<file path="config.mk">
export PLATFORM = sky130hd
export DESIGN_NAME = bmp_stream_to_rgb565_pixels_core
export DESIGN_NICKNAME = d
export VERILOG_FILES = /design/src/rtl/core/bmp565_pkg.sv /design/src/rtl/core/bmp_stream_to_rgb565_pixels_core.sv
export SDC_FILE = /design/constraint.sdc
export NUM_CORES = 2
export LEC_CHECK = 0
export BUFFER_PORTS_ARGS = -buffer_cell sky130_fd_sc_hd__buf_2
export CELL_PAD_IN_SITES_DETAIL_PLACEMENT = 0
export CELL_PAD_IN_SITES_GLOBAL_PLACEMENT = 1
export CORE_ASPECT_RATIO = 1.5
export CORE_MARGIN = 3
export CORE_UTILIZATION = 40
export CTS_CLUSTER_SIZE = 14
export DETAILED_ROUTE_END_ITERATION = 6
export PLACE_DENSITY = 0.66
export SETUP_SLACK_MARGIN = 0.05
export SKIP_CTS_REPAIR_TIMING = 1
export SYNTH_ARGS = -nofsm -noshare
export SYNTH_HDL_FRONTEND = slang
export SYNTH_SLANG_ARGS = --single-unit
</file>
<file path="constraint.sdc">
create_clock -name clk -period 10.15 [get_ports clk]
set_input_delay 1.015 -clock clk [delete_from_list [all_inputs] [get_ports clk]]
set_output_delay 1.015 -clock clk [all_outputs]
set_load 0.03 [all_outputs]
</file>
<file path="src/rtl/core/bmp565_pkg.sv">
// Shared constants for the BMP to RGB565 pixel core: header layout,
// result kinds and configuration register indexes. No dependencies.
`default_nettype none

package bmp565_pkg;

  localparam int unsigned CFG_W = 8;

  localparam logic [1:0] CFG_DISPLAY_WIDTH  = 2'd0;
  localparam logic [1:0] CFG_DISPLAY_HEIGHT = 2'd1;
  localparam logic [1:0] CFG_ORIGIN_X       = 2'd2;
  localparam logic [1:0] CFG_ORIGIN_Y       = 2'd3;

  localparam logic [7:0] DISPLAY_WIDTH_RST  = 8'd128;
  localparam logic [7:0] DISPLAY_HEIGHT_RST = 8'd128;

  localparam logic [1:0] KIND_PIXEL     = 2'd0;
  localparam logic [1:0] KIND_BAD_SIG   = 2'd1;
  localparam logic [1:0] KIND_BAD_PLANE = 2'd2;
  localparam logic [1:0] KIND_BAD_FMT   = 2'd3;

  localparam logic [15:0] SIGNATURE = 16'h4D42;
  localparam logic [15:0] BPP_16    = 16'd16;
  localparam logic [15:0] BPP_24    = 16'd24;
  localparam logic [15:0] PLANES_1  = 16'd1;

  // last byte position of each header field
  localparam logic [31:0] POS_SIG_END     = 32'd1;
  localparam logic [31:0] POS_OFFSET_END  = 32'd13;
  localparam logic [31:0] POS_WIDTH_END   = 32'd21;
  localparam logic [31:0] POS_HEIGHT_END  = 32'd25;
  localparam logic [31:0] POS_PLANES_END  = 32'd27;
  localparam logic [31:0] POS_DEPTH_END   = 32'd29;
  localparam logic [31:0] POS_COMP_END    = 32'd33;
  localparam logic [31:0] HEADER_END      = 32'd34;

endpackage

`default_nettype wire

</file>
<file path="src/rtl/core/bmp_stream_to_rgb565_pixels_core.sv">
// BMP byte stream to RGB565 pixel core: header parser, row walker and output register.
// Depends on bmp565_pkg.
//
// Usage:
//  - in_*: one BMP file byte per transaction, in file order; in_file_start marks
//    byte 0 of a file and restarts the parser.
//  - out_*: at most one result per input byte: a pixel with display coordinates
//    or one header error (kind 1..3) after which bytes are ignored until the
//    next file start.
//  - cfg_*: write-only display size and origin, written while the core is idle.
// Output: a result is registered and shows on out_* in the cycle after its last byte.
// Throughput: one byte per cycle while in_stall is low; every byte is handled by one pass of logic
// between the parser state registers and the output register.
// Stall: the output register holds while out_stall is high; in_stall is raised
// only while a result is held and stalled, so a byte is taken in the same cycle
// the waiting result leaves.
// Reset (rst_n low, synchronous): parser back to header phase, output empty,
// display 128x128 at origin (0,0).
`default_nettype none

module bmp_stream_to_rgb565_pixels_core (
  input  wire logic                          clk,
  input  wire logic                          rst_n,
  input  wire logic                          in_valid,
  output logic                               in_stall,
  input  wire logic [7:0]                    in_data_byte,
  input  wire logic                          in_file_start,
  output logic                               out_valid,
  input  wire logic                          out_stall,
  output logic [1:0]                         out_result_kind,
  output logic [7:0]                         out_pixel_x,
  output logic [7:0]                         out_pixel_y,
  output logic [15:0]                        out_pixel_color,
  input  wire logic                          cfg_we,
  input  wire logic [1:0]                    cfg_index,
  input  wire logic [bmp565_pkg::CFG_W-1:0]  cfg_data
);

  typedef enum logic [1:0] {PH_HEADER, PH_SKIP, PH_PIXELS, PH_IDLE} phase_t;

  typedef struct packed {
    logic [31:0] pos;
    phase_t      phase;
    logic [31:0] shift;
    logic [31:0] offset;
    logic [31:0] width;
    logic        is24;
    logic        bottom_up;
    logic [31:0] rows_left;
    logic [31:0] img_row;
    logic [33:0] bir;
    logic [31:0] col;
    logic [15:0] partial;
    logic [1:0]  idx;
  } par_t;

  localparam par_t PAR_RESET = '{
    pos: 32'd0, phase: PH_HEADER, shift: 32'd0, offset: 32'd0, width: 32'd0,
    is24: 1'b0, bottom_up: 1'b1, rows_left: 32'd0, img_row: 32'd0,
    bir: 34'd0, col: 32'd0, partial: 16'd0, idx: 2'd0};

  par_t        par_r, par_nxt, eff;
  logic [7:0]  disp_w_r, disp_h_r, org_x_r, org_y_r;
  logic [33:0] row_bytes_r, stride_r;

  logic        out_valid_r;
  logic [1:0]  kind_r, kind_nxt;
  logic [7:0]  px_r, px_nxt, py_r, py_nxt;
  logic [15:0] color_r, color_nxt;
  logic        emit;
  logic        in_fire;
  logic        visible;

  assign in_stall  = out_valid_r && out_stall;
  assign in_fire   = in_valid && !in_stall;
  assign visible   = (org_x_r < disp_w_r) && (org_y_r < disp_h_r);
  assign eff       = in_file_start ? PAR_RESET : par_r;

  assign out_valid       = out_valid_r;
  assign out_result_kind = kind_r;
  assign out_pixel_x     = px_r;
  assign out_pixel_y     = py_r;
  assign out_pixel_color = color_r;

  always_comb begin
    logic        fail;
    logic [1:0]  fail_kind;
    phase_t      ph;
    logic [33:0] bir_inc;
    logic [7:0]  vis_w, vis_h;
    logic        last_byte;

    par_nxt   = eff;
    emit      = 1'b0;
    kind_nxt  = bmp565_pkg::KIND_PIXEL;
    px_nxt    = 8'd0;
    py_nxt    = 8'd0;
    color_nxt = 16'd0;
    fail      = 1'b0;
    fail_kind = bmp565_pkg::KIND_BAD_SIG;
    ph        = eff.phase;
    bir_inc   = eff.bir + 34'd1;
    vis_w     = disp_w_r - org_x_r;
    vis_h     = disp_h_r - org_y_r;
    last_byte = eff.is24 ? (eff.idx == 2'd2) : (eff.idx == 2'd1);

    if (eff.pos != 32'hFFFF_FFFF) begin
      par_nxt.pos = eff.pos + 32'd1;
    end

    if (eff.phase == PH_HEADER && eff.pos < bmp565_pkg::HEADER_END) begin
      par_nxt.shift = {in_data_byte, eff.shift[31:8]};
      case (eff.pos)
        bmp565_pkg::POS_SIG_END: begin
          if (par_nxt.shift[31:16] != bmp565_pkg::SIGNATURE) begin
            fail      = 1'b1;
            fail_kind = bmp565_pkg::KIND_BAD_SIG;
          end
        end
        bmp565_pkg::POS_OFFSET_END: par_nxt.offset = par_nxt.shift;
        bmp565_pkg::POS_WIDTH_END:  par_nxt.width  = par_nxt.shift;
        bmp565_pkg::POS_HEIGHT_END: begin
          if (par_nxt.shift[31]) begin
            par_nxt.rows_left = 32'd0 - par_nxt.shift;
            par_nxt.bottom_up = 1'b0;
            par_nxt.img_row   = 32'd0;
          end else begin
            par_nxt.rows_left = par_nxt.shift;
            par_nxt.bottom_up = 1'b1;
            par_nxt.img_row   = par_nxt.shift - 32'd1;
          end
        end
        bmp565_pkg::POS_PLANES_END: begin
          if (par_nxt.shift[31:16] != bmp565_pkg::PLANES_1) begin
            fail      = 1'b1;
            fail_kind = bmp565_pkg::KIND_BAD_PLANE;
          end
        end
        bmp565_pkg::POS_DEPTH_END: begin
          par_nxt.is24 = (par_nxt.shift[31:16] == bmp565_pkg::BPP_24);
          if (par_nxt.shift[31:16] != bmp565_pkg::BPP_16 &&
              par_nxt.shift[31:16] != bmp565_pkg::BPP_24) begin
            fail      = 1'b1;
            fail_kind = bmp565_pkg::KIND_BAD_FMT;
          end
        end
        bmp565_pkg::POS_COMP_END: begin
          if (par_nxt.shift != 32'd0) begin
            fail      = 1'b1;
            fail_kind = bmp565_pkg::KIND_BAD_FMT;
          end else begin
            par_nxt.phase = PH_SKIP;
          end
        end
        default: ;
      endcase
      if (fail) begin
        par_nxt.phase = PH_IDLE;
        emit          = visible;
        kind_nxt      = fail_kind;
      end
    end else begin
      if (ph == PH_SKIP && eff.pos >= eff.offset) begin
        ph = PH_PIXELS;
      end
      par_nxt.phase = ph;
      if (ph == PH_PIXELS) begin
        if (eff.rows_left == 32'd0 || eff.width == 32'd0) begin
          par_nxt.phase = PH_IDLE;
        end else begin
          if (eff.bir < row_bytes_r) begin
            if (!last_byte) begin
              if (eff.idx[0]) begin
                par_nxt.partial = eff.partial | {in_data_byte, 8'd0};
              end else begin
                par_nxt.partial = eff.partial | {8'd0, in_data_byte};
              end
              par_nxt.idx = eff.idx + 2'd1;
            end else begin
              if (eff.is24) begin
                color_nxt = {in_data_byte[7:3], eff.partial[15:10], eff.partial[7:3]};
              end else begin
                color_nxt = {in_data_byte, eff.partial[7:0]};
              end
              px_nxt = org_x_r + eff.col[7:0];
              py_nxt = org_y_r + eff.img_row[7:0];
              emit   = visible && (eff.col < {24'd0, vis_w}) &&
                       (eff.img_row < {24'd0, vis_h});
              par_nxt.idx     = 2'd0;
              par_nxt.partial = 16'd0;
              par_nxt.col     = eff.col + 32'd1;
            end
          end
          if (bir_inc >= stride_r) begin
            par_nxt.bir       = 34'd0;
            par_nxt.col       = 32'd0;
            par_nxt.rows_left = eff.rows_left - 32'd1;
            par_nxt.img_row   = eff.bottom_up ? eff.img_row - 32'd1 : eff.img_row + 32'd1;
            if (eff.rows_left == 32'd1) begin
              par_nxt.phase = PH_IDLE;
            end
          end else begin
            par_nxt.bir = bir_inc;
          end
        end
      end
    end
  end

  always_ff @(posedge clk) begin
    if (!rst_n) begin
      par_r       <= PAR_RESET;
      out_valid_r <= 1'b0;
      disp_w_r    <= bmp565_pkg::DISPLAY_WIDTH_RST;
      disp_h_r    <= bmp565_pkg::DISPLAY_HEIGHT_RST;
      org_x_r     <= 8'd0;
      org_y_r     <= 8'd0;
      row_bytes_r <= 34'd0;
      stride_r    <= 34'd0;
    end else begin
      // row geometry is registered from the parsed width and depth: row_bytes_r, then stride_r
      row_bytes_r <= par_r.is24 ? ({2'd0, par_r.width} + {1'b0, par_r.width, 1'b0})
                                : {1'b0, par_r.width, 1'b0};
      stride_r    <= (row_bytes_r + 34'd3) & ~34'd3;
      if (in_fire) begin
        par_r       <= par_nxt;
        out_valid_r <= emit;
      end else if (!out_stall) begin
        out_valid_r <= 1'b0;
      end
      if (cfg_we) begin
        unique case (cfg_index)
          bmp565_pkg::CFG_DISPLAY_WIDTH:  disp_w_r <= cfg_data;
          bmp565_pkg::CFG_DISPLAY_HEIGHT: disp_h_r <= cfg_data;
          bmp565_pkg::CFG_ORIGIN_X:       org_x_r  <= cfg_data;
          bmp565_pkg::CFG_ORIGIN_Y:       org_y_r  <= cfg_data;
        endcase
      end
    end
  end

  always_ff @(posedge clk) begin
    if (in_fire && emit) begin
      kind_r  <= kind_nxt;
      px_r    <= px_nxt;
      py_r    <= py_nxt;
      color_r <= color_nxt;
    end
  end

  a_idle_silent: assert property (@(posedge clk) disable iff (!rst_n)
    (in_fire && !in_file_start && par_r.phase == PH_IDLE) |-> !emit)
    else $error("result produced while parser idle");

  a_err_zero: assert property (@(posedge clk) disable iff (!rst_n)
    (out_valid && out_result_kind != bmp565_pkg::KIND_PIXEL) |->
      (out_pixel_x == 8'd0 && out_pixel_y == 8'd0 && out_pixel_color == 16'd0))
    else $error("error result with nonzero payload");

  a_err_idle: assert property (@(posedge clk) disable iff (!rst_n)
    (in_fire && emit && kind_nxt != bmp565_pkg::KIND_PIXEL) |=> par_r.phase == PH_IDLE)
    else $error("parser not idle after header error");

endmodule

`default_nettype wire

</file>
==> run metrics <==
switch share 28.21%; drt drc 0; Crit. End Element register; Pleak 11.72 nW; Int Pwr 2.816 mW; worst hold path type reg -> reg; Pre-antenna DRT Iters 6; share of the synthesized area in the top cell type 26.62%; Bufs and invs on worst path 3; WL final 99,210 µm; final slew viol count 0; element type at the critical path start input pin; Initial Util between 40 and 50%; Compound-Gate Fraction of Synth Area 22.60%; total grt overflow 0; Worst VDD drop roughly 0.13 mV; post-synthesis register bit count 403; ant diodes 0; largest net degree at the start of global routing 120; Final #Nets 3,715; Synth Cell Area between 20,000 and 30,000 µm²; most common cell in the netlist nor2_1; Flop pwr share 42.0%; top cells by area, synth dfxtp_1 27%, ha_1 9.6%, nor2_1 5.5%, a21oi_1 4.7%, nand2_1 4.4%; Distinct cells, synth 113; CTS Buffer Depth 3; Fin Setup TNS 0 ns; Async SR Flop Fraction 0%; part of the power in combinational logic 12.6%; xor-xnor portion of the synthesized cell area 5.524%; Die Y between 300 and 400 µm; Detail Placement HPWL approximately 70,000 µm; outcome finished clean; IO Count 60; Critical Path Max Stage Delay 0.57 ns; H-tree depth 2; WL per Instance around 23 µm; ANT nets after route 0; first-pass GRT wire length 152,300 µm; Post-synth EDFFs 34; PortBufs 59; RSZ-0062 raised after global routing false; clk root buf clkbuf_16; width of the chip 221.1 µm; simple-gate area share of the yosys netlist 24.15%; synth-to-layout area growth 9.375%; Final GP Congestion 0.8861; layout cell share with drive strength beyond 1 7.322%; relative slew slack 20.84%; Ys Warns 0; vias in the first global route between 20,000 and 30,000; total number of vias 26,252; largest family of logic cells by synthesized area simple AND/OR/NAND/NOR gates; final core occ 44.39%; Setup Skew 0.02959 ns; clock-pin slew on the worst setup and hold paths 0.06 ns; Synth Area per Inst 7.885 µm²; slowest CP cell nand3_1; # fillers 6,857; predominant post-synthesis flop cell dfxtp_1; critical path type in -> reg; clock sink total 403; Synth top cells by count 409 x nor2_1, 369 x dfxtp_1, 324 x nand2_1; cell count after synthesis ~3,500; row count 117; CTS tree done; Critical Path RT 10.65 ns; setup violators final 0; adder-cell share of the synthesized area ~10%; Slew @ Worst Pin 1.185 ns; core area 68,360 µm²; initial antenna violation count 0; synthesized net count 3,761; gr usage total a little over a quarter; Num CTS Buffers 47; Clk pwr share 45.4%; Final Hold Fails 0; Top Family by Delay on Critical Path simple AND/OR/NAND/NOR gates; CP arrival 7.59 ns; part of the cycle the worst path needs 69.79%; 1st-iter DRT viols 1,817; crit path max fanout 86; maxcap violations 0; pwr/cell area 129.2 nW/µm²; mux cell area share after synthesis approximately 2.3%; area leader, netlist dfxtp_1; post-layout min period 7.084 ns; CP Cell Sequence clkbuf_8 -> nor2b_1 -> ha_1 -> nand3_2 -> nor4_4 -> nand4_1 -> or2_4 -> nor2_8 -> nand4b_4 -> or3_1 -> a21oi_1 -> ha_1 -> nand4_1 -> or2_2 -> a211oi_1 -> a2111oi_0 -> and3_1 -> buf_4 -> nand3b_4 -> buf_4 -> nand3_1 -> a21oi_1 -> o21ai_0 -> o31ai_1; worst-skew pair later-pin latency 0.61 ns; Achievable Freq around 140 MHz; sequential fraction of the synthesis area 30.30%; die area 72,630 µm²; Vias/cell 5.964; net load switching power 1.106 mW
state kept, by name (all words and copies together) (netlist names), 8 cells and up:
signal,count
disp_w_r,8
org_x_r,8
org_y_r,8
out_pixel_y,8
disp_h_r,8
out_pixel_color,16
out_pixel_x,8
row_bytes_r,34
stride_r,32
par_r,270
cells by family (layout without fill, tap and decap cells):
kind of cell             count (synthesis)  after routing
XOR/XNOR                               175            175
flip-flops                             403            403
AND/OR/NAND/NOR                       1343           1343
AO/OA/AOI/OAI                          962            962
multiplexers                            65             65
buffers and inverters                  353            344
adder cells (fa/ha/maj)                218            218
per-stage QoR:
step | hold slack (ns) | total power, mW | setup slack [ns] | std cells | instance area, µm²
after detailed placement | 0.4367 | 2.172 | 2.472 | 4316 | 28760
after global placement | 0.4386 | 2.168 | 2.632 | 4316 | 28760
after floorplan | 0.4173 | 2.009 | 2.392 | 3519 | 27750
after global routing | 0.4948 | 4.068 | 2.521 | 4402 | 30350
after CTS | 0.4514 | 3.964 | 3.087 | 4402 | 30350
final | 0.4478 | 3.922 | 3.066 | 4402 | 30350
routing by layer:
metal | vias up | routed length [µm] | track usage (%)
met5 | - | 0 | 0
met2 | 750 | 47550 | 46.01
met3 | 215 | 4493 | 3.232
met4 | 0 | 5423 | 13.17
li1 | 12607 | - | -
met1 | 12680 | 41740 | 32.00
power by group through the flow:
| stage | Sequential (mW) | Clock [mW] | Combinational, mW |
|---|---|---|---|
| finish | 1.65 | 1.78 | 0.494 |
| global route | 1.65 | 1.88 | 0.535 |
| CTS | 1.65 | 1.82 | 0.492 |
| detailed placement | 1.68 | 0 | 0.490 |
| global placement | 1.68 | 0 | 0.486 |
| floorplan | 1.68 | 0 | 0.328 |
path summary, 6_finish.rpt:
kind | slack, ns | from | depth (start not counted) | to
max | 3.07 | in_file_start | 24 | par_r[32]
min | 0.45 | par_r[84] | 2 | par_r[84]
max reg2reg | 3.51 | par_r[50] | 23 | par_r[32]
min reg2reg | 0.45 | par_r[84] | 2 | par_r[84]
worst register-to-register path: cells and delay by family, from the launching register on:
family	cells	cell delay [ns]
flops	1	0.39
compound gates	6	1.12
buf+inv	2	0.85
fa+ha+maj	2	0.58
simple gates	13	3.62
layout make-up:
cell class / instances / area (µm²) / area share, %
Timing Repair Buffer: 103 / 659.4 / 2.173
Clock buffer: 64 / 1341 / 4.420
Tap cell: 892 / 1116 / 3.677
Multi-Input combinational cell: 2763 / 17990 / 59.27
Clock inverter: 22 / 246.5 / 0.8122
Inverter: 155 / 589.3 / 1.942
Sequential cell: 403 / 8409 / 27.71
placed cells by master (no fill, tap or decap), types with 25 or more instances in the layout:
cell type,netlist,final
and3_1,32,32
a31oi_1,37,37
edfxtp_1,34,34
ha_1,212,212
nor2_1,409,404
nand2_1,324,322
a21o_1,71,71
nand3_1,85,85
mux2i_1,64,64
buf_4,2,42
o211ai_1,25,25
xnor2_1,120,120
a22oi_1,97,97
clkbuf_16,0,48
o21ai_0,199,199
nor3_1,65,65
buf_2,32,58
dfxtp_1,369,368
inv_1,153,152
nor4_1,58,57
nand4_1,59,59
a211oi_1,30,30
a21oi_1,263,263
xor2_1,55,55
nor2b_1,147,147
No activity file was read; power rests on OpenSTA's default activity.
